==> src/sv/sva_pkg.sv <==
`timescale 1ns / 1ps
// ----------------------------------------------------------------------------
// sva_pkg
// Shared sizes, item and result types and round-robin helpers for the
// separable VC allocator.
// ----------------------------------------------------------------------------
package sva_pkg;

  localparam int PORTS = 5;
  localparam int VCS   = 4;
  localparam int NOVC  = PORTS * VCS;

  // field widths of the ports
  localparam int FPW = 3;
  localparam int FVW = 2;
  localparam int FKW = 3;

  // internal index widths
  localparam int OW  = (NOVC > 1) ? $clog2(NOVC) : 1;
  localparam int PPW = (PORTS > 1) ? $clog2(PORTS) : 1;
  localparam int VPW = (VCS > 1) ? $clog2(VCS) : 1;

  typedef enum logic [FKW-1:0] {
    KIND_REQ = 3'd0,
    KIND_ARB = 3'd1,
    KIND_CLR = 3'd2,
    KIND_SQ  = 3'd3,
    KIND_QRY = 3'd4
  } kind_e;

  typedef enum logic [1:0] {
    ST_IDLE,
    ST_ARB,
    ST_SQ
  } state_e;

  // classified item between front and back
  typedef struct packed {
    kind_e           kind;
    logic [FPW-1:0]  op;
    logic            out_ok;
    logic            in_ok;
    logic [OW-1:0]   o;
    logic [OW-1:0]   w;
  } item_t;

  typedef struct packed {
    logic           acc;
    logic           err;
    logic           gv;
    logic [FPW-1:0] gop;
    logic [FVW-1:0] gov;
    logic [FPW-1:0] gip;
    logic [FVW-1:0] giv;
    logic           last;
  } result_t;

  // first set bit after last, wrapping over VCS
  function automatic logic [VPW-1:0] rr_vc(logic [VCS-1:0] bits, logic [VPW-1:0] last);
    int c;
    logic hit;
    logic [VPW-1:0] pick;
    hit  = 1'b0;
    pick = last;
    for (int j = 1; j <= VCS; j++) begin
      c = int'(last) + j;
      if (c >= VCS) c = c - VCS;
      if (!hit && bits[c]) begin
        hit  = 1'b1;
        pick = VPW'(c);
      end
    end
    return pick;
  endfunction

  // first set bit after last, wrapping over PORTS
  function automatic logic [PPW-1:0] rr_port(logic [PORTS-1:0] bits, logic [PPW-1:0] last);
    int c;
    logic hit;
    logic [PPW-1:0] pick;
    hit  = 1'b0;
    pick = last;
    for (int j = 1; j <= PORTS; j++) begin
      c = int'(last) + j;
      if (c >= PORTS) c = c - PORTS;
      if (!hit && bits[c]) begin
        hit  = 1'b1;
        pick = PPW'(c);
      end
    end
    return pick;
  endfunction

endpackage

==> src/sv/sva_front.sv <==
`timescale 1ns / 1ps
// ----------------------------------------------------------------------------
// sva_front
// Accepts items, range-checks and flattens the VC indexes, and queues the
// classified items in a two-entry buffer for the allocation engine.
// ----------------------------------------------------------------------------
module sva_front import sva_pkg::*; (
  input  logic           clk_i,
  input  logic           rst_ni,
  input  logic           in_valid_i,
  output logic           in_ready_o,
  input  logic [FKW-1:0] kind_i,
  input  logic [FPW-1:0] out_port_i,
  input  logic [FVW-1:0] out_vc_i,
  input  logic [FPW-1:0] in_port_i,
  input  logic [FVW-1:0] in_vc_i,
  output logic           item_valid_o,
  input  logic           item_ready_i,
  output item_t          item_o
);

  item_t       buf_q [2];
  logic        wr_q, wr_d, rd_q, rd_d;
  logic [1:0]  cnt_q, cnt_d;
  item_t       cls;
  logic        push, pop;

  always_comb begin
    cls.kind   = kind_e'(kind_i);
    cls.op     = out_port_i;
    cls.out_ok = (int'(out_port_i) < PORTS) && (int'(out_vc_i) < VCS);
    cls.in_ok  = (int'(in_port_i) < PORTS) && (int'(in_vc_i) < VCS);
    cls.o      = OW'(int'(out_port_i) * VCS + int'(out_vc_i));
    cls.w      = OW'(int'(in_port_i) * VCS + int'(in_vc_i));
  end

  assign in_ready_o   = (cnt_q != 2'd2);
  assign item_valid_o = (cnt_q != 2'd0);
  assign item_o       = buf_q[rd_q];
  assign push         = in_valid_i && in_ready_o;
  assign pop          = item_valid_o && item_ready_i;

  always_comb begin
    wr_d  = push ? !wr_q : wr_q;
    rd_d  = pop ? !rd_q : rd_q;
    cnt_d = 2'(cnt_q + {1'b0, push} - {1'b0, pop});
  end

  always_ff @(posedge clk_i or negedge rst_ni) begin
    if (!rst_ni) begin
      wr_q  <= 1'b0;
      rd_q  <= 1'b0;
      cnt_q <= 2'd0;
    end else begin
      wr_q  <= wr_d;
      rd_q  <= rd_d;
      cnt_q <= cnt_d;
    end
  end

  always_ff @(posedge clk_i) begin
    if (push) begin
      buf_q[wr_q] <= cls;
    end
  end

endmodule

==> src/sv/sva_back.sv <==
`timescale 1ns / 1ps
// ----------------------------------------------------------------------------
// sva_back
// Allocation engine: holds request, lock, winner and pointer state per
// output VC, and executes one queued item at a time, arbitrate and squash through a row scan.
// ----------------------------------------------------------------------------
module sva_back import sva_pkg::*; (
  input  logic    clk_i,
  input  logic    rst_ni,
  input  logic    item_valid_i,
  output logic    item_ready_o,
  input  item_t   item_i,
  output logic    res_valid_o,
  input  logic    res_ready_i,
  output result_t res_o
);

  logic [NOVC-1:0] req_q [NOVC];
  logic [NOVC-1:0] lock_q, wv_q;
  logic [OW-1:0]   win_q [NOVC];
  logic [PPW-1:0]  pp_q [NOVC];
  logic [VPW-1:0]  vp_q [NOVC][PORTS];

  state_e          state_q, state_d;
  item_t           cur_q, cur_d;
  logic [OW-1:0]   idx_q;
  logic [PPW-1:0]  port_q;
  logic [VPW-1:0]  vc_q;
  logic            found_q, found_d;
  logic            ov_q;
  result_t         res_q, res_d;

  logic            slot_free, emit, advance, start_arb, start_sq, done;
  logic [OW-1:0]   addr;
  logic [NOVC-1:0] row_any, later_mask;
  logic            any_pending, later;

  logic [NOVC-1:0] row_req, row_req_d;
  logic            row_lock, row_lock_d, row_wv, row_wv_d, row_we;
  logic [OW-1:0]   row_win, row_win_d;
  logic [PPW-1:0]  row_pp_d;
  logic [VPW-1:0]  row_vp_d [PORTS];

  logic [PORTS-1:0] port_any;
  logic [VPW-1:0]   nvp [PORTS];
  logic [PPW-1:0]   gp;
  logic [VPW-1:0]   gvc;
  logic             match, self_row;

  assign slot_free = !ov_q || res_ready_i;
  assign addr      = (state_q == ST_IDLE) ? item_i.o : idx_q;
  assign row_req   = req_q[addr];
  assign row_lock  = lock_q[addr];
  assign row_wv    = wv_q[addr];
  assign row_win   = win_q[addr];

  // rows that would grant on this arbitration pass
  always_comb begin
    for (int j = 0; j < NOVC; j++) begin
      row_any[j]    = !lock_q[j] && (|req_q[j]);
      later_mask[j] = (j > int'(idx_q));
    end
  end
  assign any_pending = |row_any;
  assign later       = |(row_any & later_mask);

  // two-stage separable pick on the addressed row
  always_comb begin
    for (int p = 0; p < PORTS; p++) begin
      port_any[p] = |row_req[p*VCS +: VCS];
      nvp[p]      = port_any[p] ? rr_vc(row_req[p*VCS +: VCS], vp_q[addr][p])
                                : vp_q[addr][p];
    end
    gp  = rr_port(port_any, pp_q[addr]);
    gvc = nvp[gp];
  end

  assign match    = row_wv && (row_win == cur_q.w);
  assign self_row = cur_q.out_ok && (idx_q == cur_q.o);

  always_comb begin
    row_we     = 1'b0;
    row_req_d  = row_req;
    row_lock_d = row_lock;
    row_wv_d   = row_wv;
    row_win_d  = row_win;
    row_pp_d   = pp_q[addr];
    for (int p = 0; p < PORTS; p++) row_vp_d[p] = vp_q[addr][p];
    item_ready_o = 1'b0;
    emit      = 1'b0;
    advance   = 1'b0;
    start_arb = 1'b0;
    start_sq  = 1'b0;
    done      = 1'b0;
    res_d     = '0;
    cur_d     = cur_q;
    found_d   = found_q;
    case (state_q)
      ST_IDLE: begin
        item_ready_o = slot_free;
        if (item_valid_i && slot_free) begin
          cur_d      = item_i;
          res_d.last = 1'b1;
          case (item_i.kind)
            KIND_REQ: begin
              emit = 1'b1;
              if (item_i.out_ok && item_i.in_ok && !row_lock) begin
                row_we               = 1'b1;
                row_req_d[item_i.w]  = 1'b1;
                res_d.acc            = 1'b1;
              end
            end
            KIND_ARB: begin
              if (any_pending) start_arb = 1'b1;
              else emit = 1'b1;
            end
            KIND_CLR: begin
              emit = 1'b1;
              if (item_i.out_ok && item_i.in_ok && row_wv && row_win == item_i.w) begin
                row_we              = 1'b1;
                row_req_d[item_i.w] = 1'b0;
                row_lock_d          = 1'b0;
                row_wv_d            = 1'b0;
                row_win_d           = '0;
              end else begin
                res_d.err = 1'b1;
              end
            end
            KIND_SQ: begin
              if (item_i.in_ok) begin
                start_sq = 1'b1;
                found_d  = item_i.out_ok && row_wv && (row_win == item_i.w);
              end else begin
                emit = 1'b1;
              end
            end
            KIND_QRY: begin
              emit      = 1'b1;
              res_d.acc = item_i.out_ok && item_i.in_ok && row_req[item_i.w];
            end
            default: emit = 1'b1;
          endcase
        end
      end
      ST_ARB: begin
        if (!row_any[idx_q]) begin
          advance = 1'b1;
          done    = (int'(idx_q) == NOVC - 1);
        end else if (slot_free) begin
          advance    = 1'b1;
          emit       = 1'b1;
          row_we     = 1'b1;
          row_lock_d = 1'b1;
          row_wv_d   = 1'b1;
          row_win_d  = OW'(int'(gp) * VCS + int'(gvc));
          row_pp_d   = gp;
          for (int p = 0; p < PORTS; p++) row_vp_d[p] = nvp[p];
          res_d.gv   = 1'b1;
          res_d.gop  = FPW'(port_q);
          res_d.gov  = FVW'(vc_q);
          res_d.gip  = FPW'(gp);
          res_d.giv  = FVW'(gvc);
          res_d.last = !later;
          done       = !later || (int'(idx_q) == NOVC - 1);
        end
      end
      ST_SQ: begin
        if ((int'(idx_q) != NOVC - 1) || slot_free) begin
          advance = 1'b1;
          if (match && !self_row) begin
            row_we               = 1'b1;
            row_req_d[cur_q.w]   = 1'b0;
            row_lock_d           = 1'b0;
            row_wv_d             = 1'b0;
            row_win_d            = '0;
          end else if (found_q && (int'(port_q) == int'(cur_q.op)) && !self_row) begin
            row_we               = 1'b1;
            row_req_d[cur_q.w]   = 1'b0;
          end
          if (int'(idx_q) == NOVC - 1) begin
            emit       = 1'b1;
            res_d.last = 1'b1;
            done       = 1'b1;
          end
        end
      end
      default: ;
    endcase
  end

  always_comb begin
    state_d = state_q;
    case (state_q)
      ST_IDLE: begin
        if (start_arb) state_d = ST_ARB;
        else if (start_sq) state_d = ST_SQ;
      end
      ST_ARB, ST_SQ: begin
        if (done) state_d = ST_IDLE;
      end
      default: state_d = ST_IDLE;
    endcase
  end

  always_ff @(posedge clk_i or negedge rst_ni) begin
    if (!rst_ni) begin
      state_q <= ST_IDLE;
      idx_q   <= '0;
      port_q  <= '0;
      vc_q    <= '0;
      found_q <= 1'b0;
      ov_q    <= 1'b0;
      lock_q  <= '0;
      wv_q    <= '0;
      for (int j = 0; j < NOVC; j++) begin
        req_q[j] <= '0;
        win_q[j] <= '0;
        pp_q[j]  <= '0;
        for (int p = 0; p < PORTS; p++) vp_q[j][p] <= '0;
      end
    end else begin
      state_q <= state_d;
      found_q <= found_d;
      if (start_arb || start_sq) begin
        idx_q  <= '0;
        port_q <= '0;
        vc_q   <= '0;
      end else if (advance) begin
        idx_q <= OW'(int'(idx_q) + 1);
        if (int'(vc_q) == VCS - 1) begin
          vc_q   <= '0;
          port_q <= PPW'(int'(port_q) + 1);
        end else begin
          vc_q <= VPW'(int'(vc_q) + 1);
        end
      end
      if (emit) ov_q <= 1'b1;
      else if (res_ready_i) ov_q <= 1'b0;
      if (row_we) begin
        req_q[addr]  <= row_req_d;
        lock_q[addr] <= row_lock_d;
        wv_q[addr]   <= row_wv_d;
        win_q[addr]  <= row_win_d;
        pp_q[addr]   <= row_pp_d;
        for (int p = 0; p < PORTS; p++) vp_q[addr][p] <= row_vp_d[p];
      end
    end
  end

  always_ff @(posedge clk_i) begin
    cur_q <= cur_d;
    if (emit) res_q <= res_d;
  end

  assign res_valid_o = ov_q;
  assign res_o       = res_q;

endmodule

==> src/sv/separable_vc_allocator_top.sv <==
`timescale 1ns / 1ps
// ----------------------------------------------------------------------------
// separable_vc_allocator_top
// Input-first round-robin VC allocator: classifying front, two-entry item
// queue, and a row-scanning allocation engine with a registered result beat.
// ----------------------------------------------------------------------------
//  channel | handshake              | payload
//  in      | in_valid_i / in_ready_o | kind, out_port, out_vc, in_port, in_vc
//  out     | out_valid_o/out_ready_i | accepted, error, grant_*, last
//
// Request, clear, query and unknown kinds are handled in the engine's idle
// state; the item passes the front queue, and its result beat is registered
// and held back while the previous beat is still pending and not being taken.
// Arbitrate and squash start from the idle state, then scan the output VC rows,
// one row a cycle while no beat waits for a free result slot: 20 rows for squash,
// up to 20 for arbitrate, set by the single-row state port of the engine.
// Arbitrate stops after the row of its last grant; a full output beat stalls it.
// Reset clears all allocator state at once; no clearing pass.
// ----------------------------------------------------------------------------
module separable_vc_allocator_top import sva_pkg::*; (
  input  logic           clk_i,
  input  logic           rst_ni,
  input  logic           in_valid_i,
  output logic           in_ready_o,
  input  logic [FKW-1:0] kind_i,
  input  logic [FPW-1:0] out_port_i,
  input  logic [FVW-1:0] out_vc_i,
  input  logic [FPW-1:0] in_port_i,
  input  logic [FVW-1:0] in_vc_i,
  output logic           out_valid_o,
  input  logic           out_ready_i,
  output logic           accepted_o,
  output logic           error_o,
  output logic           grant_valid_o,
  output logic [FPW-1:0] grant_out_port_o,
  output logic [FVW-1:0] grant_out_vc_o,
  output logic [FPW-1:0] grant_in_port_o,
  output logic [FVW-1:0] grant_in_vc_o,
  output logic           last_o
);

  logic    item_valid, item_ready;
  item_t   item;
  result_t res;

  sva_front u_front (
    .clk_i        (clk_i),
    .rst_ni       (rst_ni),
    .in_valid_i   (in_valid_i),
    .in_ready_o   (in_ready_o),
    .kind_i       (kind_i),
    .out_port_i   (out_port_i),
    .out_vc_i     (out_vc_i),
    .in_port_i    (in_port_i),
    .in_vc_i      (in_vc_i),
    .item_valid_o (item_valid),
    .item_ready_i (item_ready),
    .item_o       (item)
  );

  sva_back u_back (
    .clk_i        (clk_i),
    .rst_ni       (rst_ni),
    .item_valid_i (item_valid),
    .item_ready_o (item_ready),
    .item_i       (item),
    .res_valid_o  (out_valid_o),
    .res_ready_i  (out_ready_i),
    .res_o        (res)
  );

  assign accepted_o       = res.acc;
  assign error_o          = res.err;
  assign grant_valid_o    = res.gv;
  assign grant_out_port_o = res.gop;
  assign grant_out_vc_o   = res.gov;
  assign grant_in_port_o  = res.gip;
  assign grant_in_vc_o    = res.giv;
  assign last_o           = res.last;

endmodule

==> config.mk <==
export PLATFORM = sky130hd
export DESIGN_NAME = separable_vc_allocator_top
export DESIGN_NICKNAME = d
export VERILOG_FILES = /design/src/sv/sva_pkg.sv /design/src/sv/sva_front.sv /design/src/sv/sva_back.sv /design/src/sv/separable_vc_allocator_top.sv
export SDC_FILE = /design/constraint.sdc
export NUM_CORES = 2
export LEC_CHECK = 0
export ABC_AREA = 1
export ABC_CLOCK_PERIOD_IN_PS = 6750
export BUFFER_PORTS_ARGS = -buffer_cell sky130_fd_sc_hd__buf_2
export CELL_PAD_IN_SITES_DETAIL_PLACEMENT = 0
export CELL_PAD_IN_SITES_GLOBAL_PLACEMENT = 1
export CORE_MARGIN = 3
export CORE_UTILIZATION = 33
export DETAILED_ROUTE_END_ITERATION = 7
export PLACE_DENSITY_LB_ADDON = 0.1
export SYNTH_ARGS = -nofsm -noshare
export SYNTH_HDL_FRONTEND = slang
export SYNTH_SLANG_ARGS = --single-unit
==> constraint.sdc <==
create_clock -name clk_i -period 6.75 [get_ports clk_i]
set_clock_uncertainty 0.1 [all_clocks]
set_input_delay 0.675 -clock clk_i [delete_from_list [all_inputs] [get_ports clk_i]]
set_output_delay 0.675 -clock clk_i [all_outputs]
set_load 0.01 [all_outputs]
Yosys cells after proc, flatten, opt, wreduce, memory -nomap -nowiden

Memory sizes are Yosys's and may differ from the RTL's.
Index checks and enable logic that the tools add are counted.

Register bits after elaboration: 846
Memory bits (writable): 36
Bits of input ports: 17
Output and inout port bits: 16
Logic and storage cells: 792
Memories kept: 1

Memories:

| memory        | depth | width | read ports | clocked after memory_dff | write ports | RTL line        | RTL |
|---|---|---|---|---|---|---|---|
| u_front.buf_q | 2     | 18    | 1          | 0                        | 1           | sva_front.sv:22 | `item_t buf_q [2];` |

$add $sub $neg: 58
$lt $le $gt $ge: 81
Equality and inequality tests: 16
Multiplexer cells: 297
Bitwise operators: 8
Reductions and logical operators: 148

Operators with widths:

| operator                                                                             | number |
|---|---|
| 200-bit bitwise mux                                                                  | 5 |
| 32-bit by 4-bit greater-or-equal comparator with 1-bit output, second input constant | 25 |
| 32-bit two-way mux                                                                   | 25 |
| 32-bit by 4-bit subtractor with 32-bit output, second input constant                 | 25 |
| 32-bit by 4-bit less-than comparator with 1-bit output, second input constant        | 20 |
| 20-bit OR reduction                                                                  | 22 |
| 400-bit bitwise mux                                                                  | 1 |
| 10-bit demux with 5-bit select                                                       | 5 |
| 20-bit two-way mux                                                                   | 9 |
| 32-bit by 5-bit less-than comparator with 1-bit output, second input constant        | 5 |
| 1-bit two-way mux                                                                    | 123 |
| 20-bit binary-select mux with 5-bit select                                           | 1 |
| 100-bit bitwise mux                                                                  | 1 |
| 20-bit demux with 5-bit select                                                       | 1 |
| 20-bit case mux with 2 select lines                                                  | 2 |
| 2-bit two-way mux                                                                    | 34 |
| 5-bit two-way mux                                                                    | 13 |
| 20-bit AND                                                                           | 3 |
| 60-bit bitwise mux                                                                   | 1 |
| 10-bit two-way mux                                                                   | 6 |
| 1-bit logical AND                                                                    | 58 |
| 10-bit binary-select mux with 5-bit select                                           | 1 |
| 1-bit logical NOT                                                                    | 45 |
| 3-bit two-way mux                                                                    | 14 |
| 66 further kinds                                                                     | 163 |

Longest topological paths before layout

Depth after elaboration: 34
Mapped depth: 44
Mapped depth without buffers: 41

Hierarchy

A second synthesis with hierarchy kept.

Cells, all modules: 5,724
Area total of the unflattened synthesis: 44,472.7 µm²

Modules (own cells, without submodules):

| module    | instances | cells an instance | area an instance (µm²) | sequential area each (µm²) |
|---|---|---|---|---|
| sva_back  | 1         | 5,609             | 43,083.8               | 21,210.3 |
| sva_front | 1         | 115               | 1,388.8                | 1,001.0 |

Worst setup path after synthesis

OpenSTA, ideal clock, no wires.

Kind: reg2reg
From: register u_back.state_q[0]
To: register u_back.pp_q[26] in the netlist's numbering
Library setup time: 0.083 ns
Data arrival time: 4.761 ns
Required time: 6.567 ns
Slack: 1.806 ns
Cell stages (with the launch flop): 35
Buffers on the path: 3
Clock period less this slack: 4.944 ns
Path through: dfrtp_1 -> inv_1 -> ha_1 -> inv_2 -> nand2_1 -> clkbuf_1 -> nand3b_1 -> nand2_1 -> nand2_1 -> nand2_1 -> nand2_1 -> nand2_1 -> nor2_1 -> nand2_1 -> buf_2 -> ha_1 -> inv_1 -> fa_1 -> a21oi_1 -> inv_1 -> nand2_1 -> nand2_1 -> inv_1 -> nand2_1 -> nand3_1 -> nand3_1 -> nand2_1 -> nand3_2 -> or2_2 -> a31oi_2 -> nand2_1 -> o21ai_0 -> inv_1 -> clkbuf_1 -> o21ai_0

Cells in the longest elaborated chain, start to end: 29
Elaborated cells between the ends (all ways): 99
Those cells by class: add/sub: 10; order compare: 7; eq/ne: 4; mux: 56; bitwise: 1; reduce/logical: 21

RTL lines:

| item                                                                                                                                  | RTL line                       | RTL |
|---|---|---|
| start, declared                                                                                                                       | sva_back.sv:24                 | `state_e state_q, state_d;` |
| start signal, assigned                                                                                                                | sva_back.sv:222                | `state_q <= state_d;` |
| 2-bit logical NOT                                                                                                                     | sva_back.sv:51, sva_back.sv:98 |  |
| 5-bit two-way mux                                                                                                                     | sva_back.sv:51                 | `assign addr = (state_q == ST_IDLE) ? item_i.o : idx_q;` |
| 5-bit NOT with 6-bit output (not written as such)                                                                                     | n/a                            |  |
| 3-bit binary-select mux with 5-bit select                                                                                             | sva_back.sv:74, sva_back.sv:87 |  |
| 3-bit two-way mux (not written as such) (2 in a row)                                                                                  | sva_back.sv:74, sva_back.sv:87 |  |
| 3-bit by 1-bit adder with 4-bit output                                                                                                | sva_pkg.sv:84                  | `c = int'(last) + j;` |
| 32-bit by 4-bit subtractor with 32-bit output / 32-bit by 4-bit greater-or-equal comparator with 1-bit output (equally long branches) | sva_pkg.sv:85                  | `if (c >= PORTS) c = c - PORTS;` |
| 32-bit two-way mux                                                                                                                    | sva_pkg.sv:85                  |  |
| (+12 left out)                                                                                                                        | n/a                            |  |
| 1-bit two-way mux                                                                                                                     | sva_pkg.sv:86                  | `if (!hit && bits[c]) begin` |
| 1-bit logical NOT                                                                                                                     | sva_pkg.sv:86                  |  |
| 1-bit logical AND                                                                                                                     | sva_pkg.sv:86                  |  |
| 3-bit two-way mux                                                                                                                     | sva_pkg.sv:86                  |  |
| 3-bit two-way mux                                                                                                                     | sva_back.sv:149                | `end else if (slot_free) begin` |
| 3-bit two-way mux                                                                                                                     | sva_back.sv:146                | `if (!row_any[idx_q]) begin` |
| 3-bit two-way mux                                                                                                                     | sva_back.sv:98                 | `case (state_q)` |
| 60-bit bitwise mux                                                                                                                    | sva_back.sv:244                | `pp_q[addr] <= row_pp_d;` |
| end signal, assigned by index                                                                                                         | sva_back.sv:244                |  |
| end, declared                                                                                                                         | sva_back.sv:21                 | `logic [PPW-1:0] pp_q [NOVC];` |

Several ways; a longest one is shown, not always the timed one. The select of a mux whose other input is x is not followed.
A chain may end at the register's enable or synchronous reset.

Worst setup path after layout

From: register u_back.state_q[0]
To: register u_back.req_q[341] in the netlist's numbering

Cells in the longest elaborated chain, start to end: 13
Elaborated cells between the ends (all ways): 47
Those cells by class: order compare: 2; eq/ne: 4; mux: 29; bitwise: 4; reduce/logical: 8

RTL lines:

| item                                                                             | RTL line                                        | RTL |
|---|---|---|
| 2-bit logical NOT                                                                | sva_back.sv:51, sva_back.sv:98                  |  |
| 5-bit two-way mux                                                                | sva_back.sv:51                                  |  |
| 5-bit NOT with 6-bit output (not written as such)                                | sva_back.sv:52, sva_back.sv:55, sva_back.sv:240 |  |
| 5-bit binary-select mux with 5-bit select                                        | sva_back.sv:55                                  | `assign row_win = win_q[addr];` |
| 5-bit two-way mux (not written as such) (2 in a row)                             | sva_back.sv:55                                  |  |
| 5-bit equality test, on equally long branches                                    | sva_back.sv:119, sva_back.sv:78                 |  |
| 1-bit logical AND, on equally long branches                                      | sva_back.sv:119, sva_back.sv:78                 |  |
| 20-bit two-way mux / 1-bit logical AND (equally long branches)                   | sva_back.sv:119, sva_back.sv:170                |  |
| 20-bit case mux with 2 select lines / 20-bit two-way mux (equally long branches) | sva_back.sv:104, sva_back.sv:170                |  |
| 20-bit two-way mux, on equally long branches                                     | sva_back.sv:101, sva_back.sv:168                |  |
| 20-bit case mux with 2 select lines                                              | sva_back.sv:98                                  |  |
| 400-bit bitwise mux                                                              | sva_back.sv:240                                 | `req_q[addr] <= row_req_d;` |
| end signal, assigned by index                                                    | sva_back.sv:240                                 |  |
| end, declared                                                                    | sva_back.sv:18                                  | `logic [NOVC-1:0] req_q [NOVC];` |

Several ways; a longest one is shown, not always the timed one. The select of a mux whose other input is x is not followed.

==> metrics.log <==
INFO  metric status = finished, final reports clean
INFO  metric cts_root_buf = clkbuf_16
INFO  metric ctsLongestPathBuffers = 3
INFO  metric finish.net_count = 5992
INFO  metric dr.pass1.iters = 5
INFO  metric synth-seq-cells = 873
INFO  metric ff2ff_path_depth = 27
INFO  metric drt_iter0_drc = 3487
INFO  metric worstHoldEndpoint = u_front.buf_q[0][3]
INFO  metric synth.yosys.warnings = 0
INFO  metric placed_cells_incl_taps = 7602
INFO  metric top_level_ports = 33
INFO  metric syn_avg_cell_area = 7.509 um^2
INFO  metric timing.final.max_slew_violations = 0
INFO  metric coreArea = 134300 um^2
INFO  metric critical_path_required = 7.21 ns
INFO  metric drv_cap = 0
INFO  metric hpwlAfterDp = 123200 um
INFO  metric synth_top_cells_by_count = 2376 x nand2_1, 818 x dfrtp_1, 686 x o21ai_0
INFO  metric max-slew-margin-rel = 21.21%
INFO  metric vdd.ir_drop.worst = 0.4612 mV
INFO  metric worst_hold_path_type = in -> reg
INFO  metric total_power = 24.78 mW
INFO  metric cts_made_buffers = 104
INFO  metric r2r_setup_slack = 0.39 ns
INFO  metric floorplan.die.width = 375.0 um
INFO  metric finish.cell_count_without_fillers = 7807
INFO  metric synth_most_common_cell = nand2_1
INFO  metric tritoncts_clock_tree = built
INFO  metric postPlaceCellArea = 47570 um^2
INFO  metric start_util = 33.45%
INFO  metric pwr_density_cell = 483.6 nW/um^2
INFO  metric achievable-frequency = 0.1573 GHz
INFO  metric final_critical_path_setup_slack = 0.3910 ns
INFO  metric overall_track_demand_over_capacity_in_global_routing = 25.51%
INFO  metric worst_path_largest_cell_delay = 0.59 ns
INFO  metric routed_wl = 180800 um
INFO  metric wl_per_cell = 23.15 um
INFO  metric drcViolationCount = 0
INFO  metric setup_viol_count_final = 0
INFO  metric cts.sink_count = 873
INFO  metric timing.critical_path.arrival = 6.82 ns
INFO  metric synth.net_count = 6022
INFO  metric die_h = 375.0 um
INFO  metric ys_top_cells_by_area = dfrtp_1 46%, nand2_1 20%, o21ai_0 7.6%
INFO  metric cp-start-kind = register
INFO  metric wire_length_of_the_first_global_routing_pass = 269600 um
INFO  metric crit_path_top_delay_cell = inv_2
INFO  metric crit_type = reg -> reg
INFO  metric detailedPlace.worstSlack = 0.3370 ns
INFO  metric hold_start = in_port_i[1]
INFO  metric drt-vias-per-instance = 5.142
INFO  metric crit_path_end_kind = register
INFO  metric std_cell_rows = 134
INFO  metric drtAntennaViolNets = 0
INFO  metric tns = 0 ns
INFO  metric postSynthCellCount = 5983
INFO  metric grt_setup_unrepaired = false
INFO  metric critical-path-top-cell-by-count = nand2_1
INFO  metric post_synth_num_cell_types = 64
INFO  metric final_layout_size_suffix_gt1_share = 8.314%
INFO  metric cell_area_after_synthesis = 44930 um^2
INFO  metric p_leak = 24.98 nW
INFO  metric syn2layout_area_growth = 14.07%
INFO  metric cts-htree-levels = 3
INFO  metric vias = 40150
INFO  metric place_congestion = 0.8835
INFO  metric grt_pass1_vias = 39260
INFO  metric grt_max_degree = 140
INFO  metric synth.largest_area_cell = dfrtp_1
INFO  metric final_period_minus_worst_setup_slack = 6.359 ns
INFO  metric globalRouteOverflowTotal = 0
INFO  metric port_buffers = 32
INFO  metric antenna_found_initial = 0
INFO  metric postSynth.topFlopCell = dfrtp_1
INFO  metric synth_sequential_area_ratio = 49.24%
INFO  metric worst-slew-pin-transition = 1.171 ns
INFO  metric final.fill_count = 14170
INFO  metric worstReg2RegStart = u_back.state_q[0]
INFO  metric worstSkewPairLatency = 0.73 ns
INFO  metric postSynth.asyncResetShare = 93.70%
INFO  metric path_max_fanout = 36
INFO  metric fin_crit_sh = 94.21%
INFO  metric r2r-end = u_back.req_q[341]
INFO  metric timing_hold_violations_final = 0
INFO  metric clk_transition_reported_paths = 0.06 ns
INFO  metric whs_path_cells = 1
INFO  metric number_of_enable_type_register_cells_in_the_synthesized_netlist = 55
INFO  metric design.die.area = 140600 um^2
INFO  metric layout.cell_area.non_filler = 51250 um^2
INFO  metric synth_top_cell_area_share = 45.56%
## cells by family after synthesis
logic type	Yosys count	share of synthesized area [%]
AND/OR/NAND/NOR	3031	27.34
AO/OA/AOI/OAI	1132	14.01
buffers and inverters	906	8.416
flip-flops	873	49.24
adder cells (fa/ha/maj)	22	0.6294
XOR/XNOR	18	0.3509
multiplexers	1	0.02228
## layer usage
metal | track usage [%] | up-vias | part of all wire, %
met3 | 2.750 | 215 | 4.3
met1 | 36.74 | 19700 | 48
met2 | 40.53 | 980 | 45
li1 | - | 19250 | -
met5 | 0 | - | 0
met4 | 7.228 | 0 | 3.0
## what timing repair did
item / CTS / global route
buffers inserted: 0 / 7
endpoints found under the setup margin: 0 / 131
hold endpoints to repair: 72 / 0
resized for setup: 0 / 10
hold buffers: 4 / 0
## cells in the final DEF, fill, tap and decap left out, types with 14 or more instances in the layout
master / n
nand2_1: 2370
dfrtp_1: 818
o21ai_0: 681
inv_1: 497
nor2_1: 203
nand3_1: 189
buf_4: 161
a22oi_1: 130
o21ai_1: 123
clkbuf_16: 105
nand4_1: 98
nor4_1: 67
a21oi_1: 63
o22ai_1: 57
edfxtp_1: 55
buf_12: 39
nor3_1: 34
buf_2: 31
clkinv_2: 27
nand2_2: 22
ha_1: 21
inv_2: 20
clkbuf_1: 20
clkbuf_8: 19
clkinv_1: 14
## metrics by stage
stage | utilization, % | hold slack [ns]
3_5_place_dp | 35.42 | 0.3662
5_1_grt | 38.16 | 0.01911
4_1_cts | 38.06 | 0.004759
3_3_place_gp | 35.42 | 0.3590
2_1_floorplan | - | 0.2794
6_report | 38.16 | 0.05442
## flip-flops by register name, indices dropped and copies added (netlist names)
signal / cells
u_back.pp_q: 60
u_back.state_q: 2
u_back.res_valid_o: 1
u_back.cur_q: 11
u_back.vp_q: 200
u_front.rd_q: 1
u_back.port_q: 3
u_front.cnt_q: 2
u_back.idx_q: 5
u_back.wv_q: 20
u_back.found_q: 1
u_back.req_q: 400
u_front.buf_q: 30
u_front.wr_q: 1
u_back.vc_q: 2
u_back.win_q: 100
u_back.lock_q: 20
u_back.res_o: 14
## power by group
part / internal (mW) / total, mW / switching, mW
Sequential: 5.63 / 5.81 / 0.180
Combinational: 3.12 / 13.1 / 10.0
Clock: 3.45 / 5.85 / 2.40
## critical path: cells and delay by family, from the launching register on
kind / cells / cell delay, ns
fa+ha+maj: 1 / 0.28
buf+inv: 10 / 2.30
simple gates: 11 / 2.16
flops: 1 / 0.42
compound gates: 5 / 0.81
## how the worst max path moves through the flow
| stage | from | to | slack, ns | cells past startpoint |
|---|---|---|---|---|
| finish | u_back.state_q[0] | u_back.req_q[341] | 0.39 | 27 |
| global placement | u_back.state_q[0] | u_back.win_q[47] | 0.33 | 34 |
| global route | u_back.state_q[1] | u_back.pp_q[16] | 0.02 | 32 |
| CTS | u_back.state_q[0] | u_back.win_q[57] | 0.29 | 35 |
| floorplan | u_back.state_q[0] | u_back.pp_q[26] | 1.81 | 34 |
| detailed placement | u_back.state_q[0] | u_back.win_q[57] | 0.34 | 35 |
## cell type report
cell class | instances | area (um^2) | share of cell area (%)
Tap cell | 1768 | 2212 | 4.317
Multi-Input combinational cell | 4204 | 19180 | 37.43
Antenna cell | 1 | 2.502 | 0.004883
Clock inverter | 47 | 545.5 | 1.064
Clock buffer | 144 | 2964 | 5.784
Sequential cell | 873 | 22120 | 43.17
Timing Repair inverter | 2 | 15.01 | 0.02930
Inverter | 532 | 2006 | 3.914
Timing Repair Buffer | 236 | 2200 | 4.292
Note: power is estimated with default switching activity, not from simulation.
